==> src/rtl/core/bpiq_pkg.sv <==
// Shared types and constants of the bandpass IQ envelope demodulator.
`timescale 1ns / 1ps
`default_nettype none

package bpiq_pkg;

  localparam int unsigned SAMPLE_BITS    = 16;
  localparam int unsigned MAX_WINDOW_DEF = 64;
  localparam int unsigned MAG_W          = 15;
  localparam int unsigned WIN_LEN_W      = 7;
  localparam int unsigned CFG_IDX_W      = 2;
  localparam int unsigned CFG_DATA_W     = 7;
  localparam int unsigned JOB_DEPTH      = 4;
  localparam int unsigned RES_DEPTH      = 2;

  localparam logic [WIN_LEN_W-1:0] WIN_LEN_RST = 7'd16;
  localparam logic [MAG_W-1:0]     MAG_MAX     = '1;

  // configuration register indexes
  localparam logic [CFG_IDX_W-1:0] CFG_WINDOW_LEN  = 2'd0;
  localparam logic [CFG_IDX_W-1:0] CFG_NEGATE_EVEN = 2'd1;

  typedef struct packed {
    logic signed [SAMPLE_BITS-1:0] sample;
    logic                          frame_end;
  } in_item_t;

  typedef struct packed {
    logic signed [SAMPLE_BITS-1:0] in_phase;
    logic signed [SAMPLE_BITS-1:0] quadrature;
    logic [MAG_W-1:0]              magnitude;
    logic                          last;
  } out_item_t;

  // filtered I/Q pair for one frame position, front to back
  typedef struct packed {
    logic [SAMPLE_BITS-1:0] i_val;
    logic [SAMPLE_BITS-1:0] q_val;
    logic                   last;
  } job_t;

  typedef struct packed {
    logic                     start;
    logic [2*SAMPLE_BITS-1:0] radicand;
  } sqrt_req_t;

  typedef struct packed {
    logic                   done;
    logic [SAMPLE_BITS-1:0] root;
  } sqrt_rsp_t;

endpackage

`default_nettype wire

==> src/rtl/core/bpiq_ram.sv <==
// Generic single-write, single-read RAM with registered read data.
`timescale 1ns / 1ps
`default_nettype none

module bpiq_ram #(
  parameter int unsigned WIDTH = 32,
  parameter int unsigned DEPTH = 64,
  localparam int unsigned ADDR_W = (DEPTH > 1) ? $clog2(DEPTH) : 1
) (
  input  wire logic              clk_i,
  input  wire logic              we_i,
  input  wire logic [ADDR_W-1:0] waddr_i,
  input  wire logic [WIDTH-1:0]  wdata_i,
  input  wire logic [ADDR_W-1:0] raddr_i,
  output logic      [WIDTH-1:0]  rdata_o
);

  logic [WIDTH-1:0] mem_q [DEPTH];
  logic [WIDTH-1:0] rdata_q;

  always_ff @(posedge clk_i) begin
    if (we_i) begin
      mem_q[waddr_i] <= wdata_i;
    end
    rdata_q <= mem_q[raddr_i];
  end

  assign rdata_o = rdata_q;

endmodule

`default_nettype wire

==> src/rtl/core/bpiq_fifo.sv <==
// Small register FIFO used as job queue and result queue.
`timescale 1ns / 1ps
`default_nettype none

module bpiq_fifo #(
  parameter int unsigned WIDTH = 32,
  parameter int unsigned DEPTH = 4
) (
  input  wire logic             clk_i,
  input  wire logic             rst_ni,
  input  wire logic             push_i,
  input  wire logic [WIDTH-1:0] data_i,
  output logic                  full_o,
  input  wire logic             pop_i,
  output logic      [WIDTH-1:0] data_o,
  output logic                  empty_o
);

  localparam int unsigned PTR_W = (DEPTH > 1) ? $clog2(DEPTH) : 1;
  localparam int unsigned CNT_W = $clog2(DEPTH + 1);

  logic [WIDTH-1:0] mem_q [DEPTH];
  logic [PTR_W-1:0] wptr_q, rptr_q;
  logic [CNT_W-1:0] count_q;
  logic             do_push, do_pop;

  assign full_o  = (count_q == CNT_W'(DEPTH));
  assign empty_o = (count_q == '0);
  assign do_push = push_i && !full_o;
  assign do_pop  = pop_i && !empty_o;
  assign data_o  = mem_q[rptr_q];

  always_ff @(posedge clk_i) begin
    if (do_push) begin
      mem_q[wptr_q] <= data_i;
    end
  end

  always_ff @(posedge clk_i or negedge rst_ni) begin
    if (!rst_ni) begin
      wptr_q  <= '0;
      rptr_q  <= '0;
      count_q <= '0;
    end else begin
      if (do_push) begin
        wptr_q <= (wptr_q == PTR_W'(DEPTH - 1)) ? '0 : wptr_q + PTR_W'(1);
      end
      if (do_pop) begin
        rptr_q <= (rptr_q == PTR_W'(DEPTH - 1)) ? '0 : rptr_q + PTR_W'(1);
      end
      if (do_push && !do_pop) begin
        count_q <= count_q + CNT_W'(1);
      end else if (do_pop && !do_push) begin
        count_q <= count_q - CNT_W'(1);
      end
    end
  end

endmodule

`default_nettype wire

==> src/rtl/core/bpiq_front.sv <==
// Front end: sample delay line, I/Q FIR taps, sign flips, job issue.
`timescale 1ns / 1ps
`default_nettype none

module bpiq_front (
  input  wire logic               clk_i,
  input  wire logic               rst_ni,
  input  wire bpiq_pkg::in_item_t item_i,
  input  wire logic               push,
  output logic                    full,
  input  wire logic               negate_even_i,
  output logic                    job_push_o,
  output bpiq_pkg::job_t          job_o,
  input  wire logic               job_full_i
);

  import bpiq_pkg::*;

  localparam int unsigned TAPS  = 7;
  localparam int unsigned POS_W = 8;
  localparam int unsigned J_W   = 2;
  localparam logic [POS_W-1:0] POS_LAST = 8'd255;
  localparam logic [POS_W-1:0] POS_WRAP = 8'd252;
  localparam logic [POS_W-1:0] POS_LAG  = 8'd3;
  localparam logic [J_W-1:0]   LAG_J    = 2'd3;

  logic [SAMPLE_BITS-1:0] dly_q [TAPS];
  logic [POS_W-1:0]       pos_q, job_p_q;
  logic [J_W-1:0]         job_j_q;
  logic                   busy_q, flush_q;
  logic                   accept;

  logic [POS_W-1:0]       n;
  logic [SAMPLE_BITS-1:0] tap_c, tap_a, tap_b, q_diff, i_raw, q_raw, i_val, q_val;
  logic                   i_ok, q_ok;

  assign full   = busy_q;
  assign accept = push && !busy_q;

  always_ff @(posedge clk_i or negedge rst_ni) begin
    if (!rst_ni) begin
      for (int k = 0; k < TAPS; k++) begin
        dly_q[k] <= '0;
      end
      pos_q   <= '0;
      job_p_q <= '0;
      job_j_q <= '0;
      busy_q  <= 1'b0;
      flush_q <= 1'b0;
    end else if (accept) begin
      for (int k = TAPS - 1; k > 0; k--) begin
        dly_q[k] <= dly_q[k-1];
      end
      dly_q[0] <= item_i.sample;
      job_p_q  <= pos_q;
      flush_q  <= item_i.frame_end;
      if (item_i.frame_end) begin
        // flush every pending position, oldest first
        pos_q   <= '0;
        busy_q  <= 1'b1;
        job_j_q <= (pos_q >= POS_LAG) ? LAG_J : pos_q[J_W-1:0];
      end else begin
        pos_q   <= (pos_q == POS_LAST) ? POS_WRAP : pos_q + POS_W'(1);
        busy_q  <= (pos_q >= POS_LAG);
        job_j_q <= LAG_J;
      end
    end else if (busy_q && !job_full_i) begin
      if (flush_q && job_j_q != '0) begin
        job_j_q <= job_j_q - J_W'(1);
      end else begin
        busy_q <= 1'b0;
        if (flush_q) begin
          for (int k = 0; k < TAPS; k++) begin
            dly_q[k] <= '0;
          end
        end
      end
    end
  end

  // position of the job and its taps; all math wraps at the sample width
  always_comb begin
    n      = job_p_q - POS_W'(job_j_q);
    i_ok   = (job_j_q >= 2'd2) && (n >= 8'd2);
    q_ok   = (job_j_q == LAG_J) && (n >= POS_LAG);
    tap_c  = job_j_q[0] ? dly_q[3] : dly_q[2];
    tap_a  = job_j_q[0] ? dly_q[5] : dly_q[4];
    tap_b  = job_j_q[0] ? dly_q[1] : dly_q[0];
    i_raw  = (tap_c << 3) - ((tap_a + tap_b) << 2);
    q_diff = dly_q[2] - dly_q[4];
    q_raw  = (q_diff << 3) - q_diff + dly_q[6] + dly_q[0];
    i_val  = i_ok ? i_raw : '0;
    q_val  = q_ok ? q_raw : '0;
    if (negate_even_i && n[1]) begin
      i_val = -i_val;
    end
    if (negate_even_i && (n[1] ^ n[0])) begin
      q_val = -q_val;
    end
  end

  assign job_push_o  = busy_q;
  assign job_o.i_val = i_val;
  assign job_o.q_val = q_val;
  assign job_o.last  = flush_q && (job_j_q == '0);

endmodule

`default_nettype wire

==> src/rtl/core/bpiq_sqrt.sv <==
// Iterative integer square root, one result bit per cycle.
`timescale 1ns / 1ps
`default_nettype none

module bpiq_sqrt (
  input  wire logic                clk_i,
  input  wire logic                rst_ni,
  input  wire bpiq_pkg::sqrt_req_t req_i,
  output bpiq_pkg::sqrt_rsp_t      rsp_o
);

  import bpiq_pkg::*;

  localparam int unsigned ITER  = SAMPLE_BITS;
  localparam int unsigned RAD_W = 2 * SAMPLE_BITS;
  localparam int unsigned REM_W = SAMPLE_BITS + 1;
  localparam int unsigned IT_W  = $clog2(ITER);

  logic [RAD_W-1:0]       rad_q;
  logic [REM_W-1:0]       rem_q;
  logic [SAMPLE_BITS-1:0] root_q;
  logic [IT_W-1:0]        iter_q;
  logic                   busy_q, done_q;

  logic [REM_W+1:0]       rem_sh, trial, diff;
  logic                   fits;

  always_comb begin
    rem_sh = {rem_q, rad_q[RAD_W-1 -: 2]};
    trial  = {1'b0, root_q, 2'b01};
    diff   = rem_sh - trial;
    fits   = (rem_sh >= trial);
  end

  always_ff @(posedge clk_i or negedge rst_ni) begin
    if (!rst_ni) begin
      busy_q <= 1'b0;
      done_q <= 1'b0;
      iter_q <= '0;
      rad_q  <= '0;
      rem_q  <= '0;
      root_q <= '0;
    end else if (req_i.start) begin
      busy_q <= 1'b1;
      done_q <= 1'b0;
      iter_q <= IT_W'(ITER - 1);
      rad_q  <= req_i.radicand;
      rem_q  <= '0;
      root_q <= '0;
    end else if (busy_q) begin
      rad_q  <= rad_q << 2;
      rem_q  <= fits ? diff[REM_W-1:0] : rem_sh[REM_W-1:0];
      root_q <= {root_q[SAMPLE_BITS-2:0], fits};
      iter_q <= iter_q - IT_W'(1);
      if (iter_q == '0) begin
        busy_q <= 1'b0;
        done_q <= 1'b1;
      end
    end
  end

  assign rsp_o.done = done_q;
  assign rsp_o.root = root_q;

endmodule

`default_nettype wire

==> src/rtl/core/bpiq_back.sv <==
// Back end: moving-window sums over a prefix-sum ring, then magnitude.
`timescale 1ns / 1ps
`default_nettype none

module bpiq_back #(
  parameter int unsigned MAX_WINDOW = bpiq_pkg::MAX_WINDOW_DEF
) (
  input  wire logic                           clk_i,
  input  wire logic                           rst_ni,
  input  wire bpiq_pkg::job_t                 job_i,
  input  wire logic                           job_empty_i,
  output logic                                job_pop_o,
  input  wire logic [bpiq_pkg::WIN_LEN_W-1:0] window_len_i,
  output logic                                res_push_o,
  output bpiq_pkg::out_item_t                 res_o,
  input  wire logic                           res_full_i
);

  import bpiq_pkg::*;

  localparam int unsigned PTR_W  = (MAX_WINDOW > 1) ? $clog2(MAX_WINDOW) : 1;
  localparam int unsigned FILL_W = $clog2(MAX_WINDOW + 2);
  localparam int unsigned CNT_W  = (FILL_W > WIN_LEN_W) ? FILL_W : WIN_LEN_W;
  localparam int unsigned SB     = SAMPLE_BITS;
  localparam int unsigned RAD_W  = 2 * SAMPLE_BITS;

  typedef enum logic [4:0] {
    B_IDLE   = 5'b00001,
    B_READ   = 5'b00010,
    B_SQUARE = 5'b00100,
    B_START  = 5'b01000,
    B_ROOT   = 5'b10000
  } back_state_e;

  back_state_e      state_q;
  logic [PTR_W-1:0] ptr_q;
  logic [CNT_W-1:0] fill_q;
  logic [SB-1:0]    pre_i_q, pre_q_q, sum_i_q, sum_q_q;
  logic [RAD_W-1:0] sq_i_q, sq_q_q;
  logic             zero_q, last_q;

  logic [CNT_W-1:0] win_ext, win_eff, fill_d, cnt, ptr_ext, rd_idx;
  logic [PTR_W-1:0] ptr_d;
  logic [2*SB-1:0]  rd_data;
  logic [SB-1:0]    abs_i, abs_q;
  sqrt_req_t        sq_req;
  sqrt_rsp_t        sq_rsp;

  always_comb begin
    win_ext = CNT_W'(window_len_i);
    if (window_len_i == '0) begin
      win_eff = CNT_W'(1);
    end else if (win_ext > CNT_W'(MAX_WINDOW)) begin
      win_eff = CNT_W'(MAX_WINDOW);
    end else begin
      win_eff = win_ext;
    end
    ptr_d   = (ptr_q == PTR_W'(MAX_WINDOW - 1)) ? '0 : ptr_q + PTR_W'(1);
    // fill stops one past the ring size so "whole frame" stays distinguishable
    fill_d  = (fill_q == CNT_W'(MAX_WINDOW + 1)) ? fill_q : fill_q + CNT_W'(1);
    cnt     = (fill_d < win_eff) ? fill_d : win_eff;
    ptr_ext = CNT_W'(ptr_d);
    rd_idx  = (ptr_ext >= cnt) ? ptr_ext - cnt : ptr_ext + (CNT_W'(MAX_WINDOW) - cnt);
    abs_i   = sum_i_q[SB-1] ? -sum_i_q : sum_i_q;
    abs_q   = sum_q_q[SB-1] ? -sum_q_q : sum_q_q;
  end

  // ring of prefix sums, entry k holds the prefix after k values (mod depth)
  bpiq_ram #(
    .WIDTH (2 * SB),
    .DEPTH (MAX_WINDOW)
  ) u_ring (
    .clk_i   (clk_i),
    .we_i    (state_q == B_READ),
    .waddr_i (ptr_q),
    .wdata_i ({pre_i_q, pre_q_q}),
    .raddr_i (rd_idx[PTR_W-1:0]),
    .rdata_o (rd_data)
  );

  assign sq_req.start    = (state_q == B_START);
  assign sq_req.radicand = sq_i_q + sq_q_q;

  bpiq_sqrt u_sqrt (
    .clk_i  (clk_i),
    .rst_ni (rst_ni),
    .req_i  (sq_req),
    .rsp_o  (sq_rsp)
  );

  assign job_pop_o  = (state_q == B_IDLE) && !job_empty_i;
  assign res_push_o = (state_q == B_ROOT) && sq_rsp.done && !res_full_i;

  assign res_o.in_phase   = sum_i_q;
  assign res_o.quadrature = sum_q_q;
  assign res_o.magnitude  = (sq_rsp.root > SB'(MAG_MAX)) ? MAG_MAX : sq_rsp.root[MAG_W-1:0];
  assign res_o.last       = last_q;

  always_ff @(posedge clk_i or negedge rst_ni) begin
    if (!rst_ni) begin
      state_q <= B_IDLE;
      ptr_q   <= '0;
      fill_q  <= '0;
      pre_i_q <= '0;
      pre_q_q <= '0;
      zero_q  <= 1'b0;
      last_q  <= 1'b0;
    end else begin
      unique case (state_q)
        B_IDLE: begin
          if (!job_empty_i) begin
            pre_i_q <= pre_i_q + job_i.i_val;
            pre_q_q <= pre_q_q + job_i.q_val;
            ptr_q   <= ptr_d;
            fill_q  <= fill_d;
            zero_q  <= (cnt == fill_d);
            last_q  <= job_i.last;
            state_q <= B_READ;
          end
        end
        B_READ: begin
          if (last_q) begin
            ptr_q   <= '0;
            fill_q  <= '0;
            pre_i_q <= '0;
            pre_q_q <= '0;
          end
          state_q <= B_SQUARE;
        end
        B_SQUARE: state_q <= B_START;
        B_START:  state_q <= B_ROOT;
        B_ROOT: begin
          if (sq_rsp.done && !res_full_i) begin
            state_q <= B_IDLE;
          end
        end
        default: state_q <= B_IDLE;
      endcase
    end
  end

  // datapath registers
  always_ff @(posedge clk_i) begin
    if (state_q == B_READ) begin
      sum_i_q <= pre_i_q - (zero_q ? '0 : rd_data[2*SB-1:SB]);
      sum_q_q <= pre_q_q - (zero_q ? '0 : rd_data[SB-1:0]);
    end
    if (state_q == B_SQUARE) begin
      sq_i_q <= RAD_W'(abs_i) * RAD_W'(abs_i);
      sq_q_q <= RAD_W'(abs_q) * RAD_W'(abs_q);
    end
  end

endmodule

`default_nettype wire

==> src/rtl/core/bandpass_iq_envelope_demodulator.sv <==
// Top level of the bandpass IQ envelope demodulator.
`timescale 1ns / 1ps
`default_nettype none

// Bandpass-sampled echo demodulator. Signed 16-bit samples come in one per
// push transfer; frame_end marks the last sample of a frame. For each frame
// position n the front forms I = 8x[n]-4(x[n-2]+x[n+2]) and
// Q = 7(x[n+1]-x[n-1])+x[n-3]+x[n+3], both wrapped to 16 bits and zero where
// taps fall outside the frame, with optional sign flips (negate_even_mode:
// I negated at n mod 4 = 2,3, Q at n mod 4 = 1,2). The back sums each over
// the last window_len values of the frame (wrapping) and reports
// floor(sqrt(I^2+Q^2)) saturated to 32767. Results lag three samples; the
// frame_end sample flushes the remaining positions (up to four results, the
// final one with last set) and restarts the frame state.
// The front takes a sample and then holds full high while it issues the
// result jobs for it (none for the first three samples of a frame, one for
// each later sample, up to four at frame end), longer while the four-entry
// job queue is full. The back works on one job at a time and takes no new
// job until its result is pushed: job read and prefix update, window
// subtract, squaring, root start, then the square-root iterations, one per
// result bit, and the push of the result (held while the result queue is
// full). The square root sets the sustained rate. The window ring needs no
// clearing pass; it is only read at entries written in the current frame.
// Configuration is taken at any cycle (cfg_ready_o stays high) and must only
// change while the block is idle. Index 0 is window_len (0 acts as 1, above
// MAX_WINDOW clips), index 1 is negate_even_mode; other indexes are ignored.

module bandpass_iq_envelope_demodulator #(
  parameter int unsigned MAX_WINDOW = bpiq_pkg::MAX_WINDOW_DEF
) (
  input  wire logic                            clk_i,
  input  wire logic                            rst_ni,
  // sample side
  input  wire logic                            push,
  output logic                                 full,
  input  wire bpiq_pkg::in_item_t              item_i,
  // result side
  output logic                                 empty,
  input  wire logic                            pop,
  output bpiq_pkg::out_item_t                  result_o,
  // configuration writes
  input  wire logic                            cfg_valid_i,
  output logic                                 cfg_ready_o,
  input  wire logic [bpiq_pkg::CFG_IDX_W-1:0]  cfg_index_i,
  input  wire logic [bpiq_pkg::CFG_DATA_W-1:0] cfg_data_i
);

  import bpiq_pkg::*;

  localparam int unsigned JOB_W = $bits(job_t);
  localparam int unsigned RES_W = $bits(out_item_t);

  logic [WIN_LEN_W-1:0] window_len_q;
  logic                 negate_even_q;

  job_t       job_in, job_out;
  logic [JOB_W-1:0] job_out_bits;
  logic       job_push, job_full, job_pop, job_empty;
  out_item_t  res_in;
  logic [RES_W-1:0] res_out_bits;
  logic       res_push, res_full;

  // config registers; a transfer completes on every valid cycle
  assign cfg_ready_o = 1'b1;

  always_ff @(posedge clk_i or negedge rst_ni) begin
    if (!rst_ni) begin
      window_len_q  <= WIN_LEN_RST;
      negate_even_q <= 1'b0;
    end else if (cfg_valid_i) begin
      if (cfg_index_i == CFG_WINDOW_LEN) begin
        window_len_q <= cfg_data_i[WIN_LEN_W-1:0];
      end else if (cfg_index_i == CFG_NEGATE_EVEN) begin
        negate_even_q <= cfg_data_i[0];
      end
    end
  end

  bpiq_front u_front (
    .clk_i         (clk_i),
    .rst_ni        (rst_ni),
    .item_i        (item_i),
    .push          (push),
    .full          (full),
    .negate_even_i (negate_even_q),
    .job_push_o    (job_push),
    .job_o         (job_in),
    .job_full_i    (job_full)
  );

  // decouples the FIR front from the slow magnitude back end
  bpiq_fifo #(
    .WIDTH (JOB_W),
    .DEPTH (JOB_DEPTH)
  ) u_job_q (
    .clk_i   (clk_i),
    .rst_ni  (rst_ni),
    .push_i  (job_push),
    .data_i  (job_in),
    .full_o  (job_full),
    .pop_i   (job_pop),
    .data_o  (job_out_bits),
    .empty_o (job_empty)
  );

  assign job_out = job_t'(job_out_bits);

  bpiq_back #(
    .MAX_WINDOW (MAX_WINDOW)
  ) u_back (
    .clk_i        (clk_i),
    .rst_ni       (rst_ni),
    .job_i        (job_out),
    .job_empty_i  (job_empty),
    .job_pop_o    (job_pop),
    .window_len_i (window_len_q),
    .res_push_o   (res_push),
    .res_o        (res_in),
    .res_full_i   (res_full)
  );

  // finished results wait here so the back end keeps working
  bpiq_fifo #(
    .WIDTH (RES_W),
    .DEPTH (RES_DEPTH)
  ) u_res_q (
    .clk_i   (clk_i),
    .rst_ni  (rst_ni),
    .push_i  (res_push),
    .data_i  (res_in),
    .full_o  (res_full),
    .pop_i   (pop),
    .data_o  (res_out_bits),
    .empty_o (empty)
  );

  assign result_o = out_item_t'(res_out_bits);

endmodule

`default_nettype wire

==> config.mk <==
export PLATFORM = sky130hd
export DESIGN_NAME = bandpass_iq_envelope_demodulator
export DESIGN_NICKNAME = d
export VERILOG_FILES = /design/src/rtl/core/bpiq_pkg.sv /design/src/rtl/core/bpiq_ram.sv /design/src/rtl/core/bpiq_fifo.sv /design/src/rtl/core/bpiq_front.sv /design/src/rtl/core/bpiq_sqrt.sv /design/src/rtl/core/bpiq_back.sv /design/src/rtl/core/bandpass_iq_envelope_demodulator.sv
export SDC_FILE = /design/constraint.sdc
export NUM_CORES = 2
export LEC_CHECK = 0
export BUFFER_PORTS_ARGS = -buffer_cell sky130_fd_sc_hd__buf_2
export CORE_ASPECT_RATIO = 2
export CORE_MARGIN = 5
export CORE_UTILIZATION = 40
export DETAILED_ROUTE_END_ITERATION = 10
export GPL_ROUTABILITY_DRIVEN = 0
export PLACE_DENSITY_LB_ADDON = 0.25
export SKIP_CTS_REPAIR_TIMING = 1
export SLEW_MARGIN = 20
export SYNTH_ARGS = -nofsm -noshare
export SYNTH_HDL_FRONTEND = slang
export SYNTH_SLANG_ARGS = --single-unit
==> constraint.sdc <==
create_clock -name clk_i -period 8.5 [get_ports clk_i]
set_input_delay 0.425 -clock clk_i [delete_from_list [all_inputs] [get_ports clk_i]]
set_output_delay 0.425 -clock clk_i [all_outputs]
set_load 0.005 [all_outputs]
== After elaboration in Yosys (flattened, before gate mapping) ==
Memories as Yosys holds them, arrays and structs flattened. A register that Yosys moved wholly into a read port is not among the register bits.
Index checks and enable logic that the tools add are counted.
Word-level totals
  input bits: 31
  output and inout bits: 51
  memory bits (writable): 2276
  latch bits: 0
  memories kept: 3
  bits in registers: 370
  memory bits (read-only): 0
Memories
  u_back.u_ring.mem_q: words 64, width 32, read ports 1, clocked after Yosys merged registers in 1, write ports 1, RTL line bpiq_ram.sv:18  | logic [WIDTH-1:0] mem_q [DEPTH];
  u_job_q.mem_q: words 4, width 33, read ports 1, clocked after Yosys merged registers in 0, write ports 1, RTL line bpiq_fifo.sv:22  | logic [WIDTH-1:0] mem_q [DEPTH];
  u_res_q.mem_q: words 2, width 48, read ports 1, clocked after Yosys merged registers in 0, write ports 1, RTL line bpiq_fifo.sv:22
Operators by class
  bitwise operators: 3
  $add $sub $neg: 33
  multiply operators: 2
  multiplexer cells: 76
  shift operators: 0
  order comparisons: 9
  reductions and logical operators: 52
  div/mod/pow operators: 0
  equality and inequality tests: 19
Operators with widths (count)
  $mux 112: 4
  $mux 16: 13
  $sub 16x16->16: 5
  $add 16x16->16: 4
  $mul 16x16->32: 2
  $mux 32: 2
  $neg 16->16: 4
  $pmux 16 s2: 2
  $mux 17: 3
  $mux 7: 6
  $add 32x32->32: 1
  $mux 14: 2
  $pmux 5 s5: 1
  $ge 8x2->1 const B: 3
  $mux 6: 4
  $ge 19x18->1: 1
  $logic_and 1x1->1: 19
  $mux 1: 18
  $mux 2: 9
  $reduce_bool 2->1: 9
  $sub 17x17->17: 1
  $gt 16x15->1 const B: 1
  $mux 8: 2
  $mux 15: 1
  47 further kinds: 77

== Longest topological paths before layout ==
  depth in word-level cells: 8
  gate-level depth with buffers: 32
  mapped depth without buffers: 31

== Hierarchy ==
From an unflattened synthesis, not the netlist that was laid out.
Second synthesis, totals
  cells, all modules: 7867
  area, all modules: 125932.0 sq um
Modules (own cells, without submodules)
  bpiq_ram: cells an instance 3324, area each 78515.3 sq um, times used 1, sequential area each 62139.6 sq um
  bpiq_back: cells an instance 2683, area each 24434.7 sq um, times used 1, sequential area each 4125.2 sq um
  bpiq_front: cells an instance 1023, area each 9609.2 sq um, times used 1, sequential area each 3303.2 sq um
  bpiq_fifo (u_job_q): cells an instance 210, area each 5228.8 sq um, times used 1, sequential area each 4139.0 sq um
  bpiq_sqrt: cells an instance 439, area each 4108.9 sq um, times used 1, sequential area each 1776.7 sq um
  bpiq_fifo (u_res_q): cells an instance 168, area each 3706.1 sq um, times used 1, sequential area each 2982.9 sq um
  bandpass_iq_envelope_demodulator: cells an instance 20, area each 329.1 sq um, times used 1, sequential area each 201.4 sq um

== Worst setup path after synthesis ==
Ideal clock, no wire load.
  kind: flip-flop to flip-flop
  start point: reg u_back.sum_i_q[5]
  end point: reg u_back.sq_i_q[25] (data pin)
  setup time: 0.260 ns
  data required time: 8.240 ns
  path buffers: 0
  arrival time: 7.820 ns
  path slack: 0.420 ns
  stages on the path, launching flop included: 30
  clock period less this slack: 8.080 ns
  cells stage by stage: edfxtp_1 or4_1 or3_1 or3_1 nand2_1 xor2_1 clkinv_1 nand2_1 inv_1 fa_1 inv_1 fa_1 inv_1 fa_1 fa_1 fa_1 inv_1 fa_1 inv_1 ha_1 a21o_1 a21o_1 a21o_1 a41o_1 and3_1 or3_1 a21oi_1 o21bai_1 a21oi_1 xnor2_1
On the way
  cells in the longest elaborated chain, start to end: 3
RTL lines
  start: declaration: RTL line bpiq_back.sv:38  | logic [SB-1:0] pre_i_q, pre_q_q, sum_i_q, sum_q_q;
  start signal: assignment: RTL line bpiq_back.sv:145  | sum_i_q <= pre_i_q - (zero_q ? '0 : rd_data[2*SB-1:SB]);
  $neg 16->16: RTL line bpiq_back.sv:64  | abs_i = sum_i_q[SB-1] ? -sum_i_q : sum_i_q;
  $mux 16 (*): RTL line bpiq_back.sv:64
  $mul 16x16->32 (*): RTL line bpiq_back.sv:149  | sq_i_q <= RAD_W'(abs_i) * RAD_W'(abs_i);
  end signal: assignment: RTL line bpiq_back.sv:149
  end: declaration: RTL line bpiq_back.sv:39  | logic [RAD_W-1:0] sq_i_q, sq_q_q;
Every way passes the cells marked *; elsewhere a longest branch is shown, timed or not.
A chain may end at the register's enable or synchronous reset.

== Worst setup path in the final report ==
Ends and elaborated chain as after synthesis.

==> metrics.txt <==
status finished, final reports clean; die span in y 783.1 µm; Hold WC Path Type input port to flip-flop; Top Layer Used met5; ys flop type edfxtp_1; critical-path maximum fanout 7; Ports 82; Worst Skew 59.55 ps; Worst-path clk slew 70 ps; area of the multi-input gates 0.04223 mm²; RSZ-0062 raised after global routing false; setup slack after layout 392.0 ps; Die X 396.5 µm; H-Tree Depth 4; number of synthesized register bits 2,536; endpoints failing setup 0; minimum clock period 8108 ps; Cell Area, Placed 0.1265 mm²; Root Driver clkbuf_16; drt wl/cell 26.37 µm; routed length on met2 176.9 mm; CTS Buf Count 226; final worst path period share 95.39%; DRC 0; CP Data Required Time 9140 ps; average size of a mapped cell 16.43 µm²; Yosys cell types 87; ANT nets after route 0; GRT Overall Usage 19.65%; share of cells above drive strength 1 19.69%; Least-Margin Pin Slew 1026 ps; final slew viol count 0; drt initial violations 4,579; Max Clock Freq 123.3 MHz; sequential cell area 0.07454 mm²; critical path's slowest cell or4_1; Setup CP Type flip-flop to flip-flop; WP data arrival 8750 ps; Final nets 8,386; Post-synth EDFFs 2,234; nature of the critical path startpoint flip-flop; final wirelength 306.9 mm; initial antenna violation count 4; largest net degree at the start of global routing 134; vias in the first global route 68,874; TritonCTS Sinks 2,536; vias per std cell 5.516; setup_tns 0 ps; Initial Utilization 40.04%; final instance area 0.1344 mm²; Slew Limit Headroom 31.57%; met1 WL 105.2 mm; area delta synth->final 12.45%; DP Worst Slack 301.9 ps; hpwl dp 206.8 mm; full die area 0.3105 mm²; Worst-Skew Late Latency 910 ps; CTS Buffer Depth 4; core box area 0.2985 mm²; met3 routed WL 10.63 mm; commonest non-fill, non-tap cells in the layout 2,234 x edfxtp_1, 631 x mux4_2, 616 x inv_1, 404 x nand2_1, 389 x ha_1; most common cell after layout, fill and taps aside edfxtp_1; async set or reset register ratio after synthesis 10.73%; Largest stage delay, worst path 600 ps; Syn Inst Count 7,274; CP Capture Type flip-flop; max-cap violations 0; site row count 284; CTS tree yes; Yosys warnings 0; fillers 25,866; first-pass GRT wire length 452.7 mm; Hold WS 2.932 ps; Syn Std Cell Area 0.1195 mm²; critical path's most frequent cell fa_1; Congestion Overflow GR 0; drt pass-1 iters 6; sequential cell area fraction in the yosys report 62.33%; IO buf count 80; via count of the routed design 64,203; final hold vios 0
## metal layers
| metal | global-route usage, % | up-vias |
|---|---|---|
| met3 | 1.884 | 578 |
| met2 | 39.06 | 1550 |
| met1 | 20.99 | 34043 |
| met4 | 7.966 | 4 |
| met5 | 0 | - |
| li1 | - | 28028 |
## Yosys cell counts (31+ instances only)
cell | n | area share, %
a21o_1 | 77 | 0.48
a21oi_1 | 201 | 0.84
a22o_1 | 103 | 0.75
buf_1 | 49 | 0.15
clkbuf_1 | 223 | 0.70
dfrtp_1 | 270 | 5.7
edfxtp_1 | 2234 | 56
fa_1 | 364 | 6.1
ha_1 | 390 | 4.1
inv_1 | 616 | 1.9
mux2_2 | 85 | 0.80
mux2i_1 | 134 | 1.1
mux4_2 | 631 | 12
nand2_1 | 404 | 1.3
nand2b_1 | 56 | 0.29
nand3_1 | 56 | 0.23
nor2_1 | 349 | 1.1
nor2b_1 | 41 | 0.21
nor3_1 | 79 | 0.33
o21a_1 | 31 | 0.19
o21ai_0 | 198 | 0.83
o21bai_1 | 31 | 0.19
xnor2_1 | 177 | 1.3
xor2_1 | 109 | 0.80
## stage by stage
stage / instances / utilization (%)
2_1_floorplan: 7299 / -
3_3_place_gp: 11199 / 42.39
3_5_place_dp: 11199 / 42.39
4_1_cts: 11603 / 44.91
5_1_grt: 11639 / 45.03
6_report: 11639 / 45.03
## sequential cells by signal, summed over array words and instances, names as in the netlist, 8 cells and up
register               flops
u_front.pos_q              8
u_back.u_ring.mem_q     1920
u_back.pre_q_q            16
u_back.u_sqrt.root_q      16
u_back.u_ring.rdata_o     30
u_back.u_sqrt.rem_q       17
u_back.u_sqrt.rad_q       32
u_back.sum_i_q            16
u_back.pre_i_q            14
u_back.sq_i_q             31
u_back.sum_q_q            16
u_job_q.mem_q            124
u_front.dly_q            112
u_front.job_p_q            8
u_res_q.mem_q             96
u_back.sq_q_q             31
## area by class of cell
cell class                 count  area share, %
timing repair buffer         358          2.173
multi-input combinational   3847          31.42
antenna                        1       0.001862
inverter                     632          1.765
tap                         3861          3.594
clock inverter               126          1.054
sequential                  2536          55.45
clock buffer                 278          4.536
## final timing paths
check,from,endpoint,slack (ps),depth (start not counted)
max,u_back.sum_i_q[5]$_DFFE_PP_,u_back.sq_i_q[25]$_DFFE_PN_,390,29
min,cfg_index_i[0],window_len_q[5]$_DFFE_PN0P_,3,3
max reg2reg,u_back.sum_i_q[5]$_DFFE_PP_,u_back.sq_i_q[25]$_DFFE_PN_,390,29
min reg2reg,u_front.job_p_q[6]$_DFFE_PN0P_,u_front.job_p_q[6]$_DFFE_PN0P_,480,2
max in group asynchronous,rst_ni,u_back.u_sqrt.busy_q$_DFF_PN0_,6930,3
min in group asynchronous,rst_ni,u_back.fill_q[0]$_DFFE_PN0P_,170,2
## worst max-delay path: cells and delay by family, from the launching register on
kind / cells / cell delay (ps)
XOR/XNOR: 2 / 270
AO/OA/AOI/OAI: 7 / 1270
adder cells (fa/ha/maj): 7 / 3340
buffers and inverters: 6 / 400
flip-flops: 1 / 500
AND/OR/NAND/NOR: 7 / 2120
## logic make-up after synthesis
family	Yosys count	share of synthesized area [%]
buf+inv	916	2.898
flops	2536	62.33
simple gates	1121	4.233
mux	850	13.81
xor+xnor	287	2.115
fa+ha+maj	754	10.18
compound gates	808	4.431
other cells	2	0.006283
Power is not shown: default switching activity piles up to over one toggle a cycle in this logic, so the estimate is an artifact.
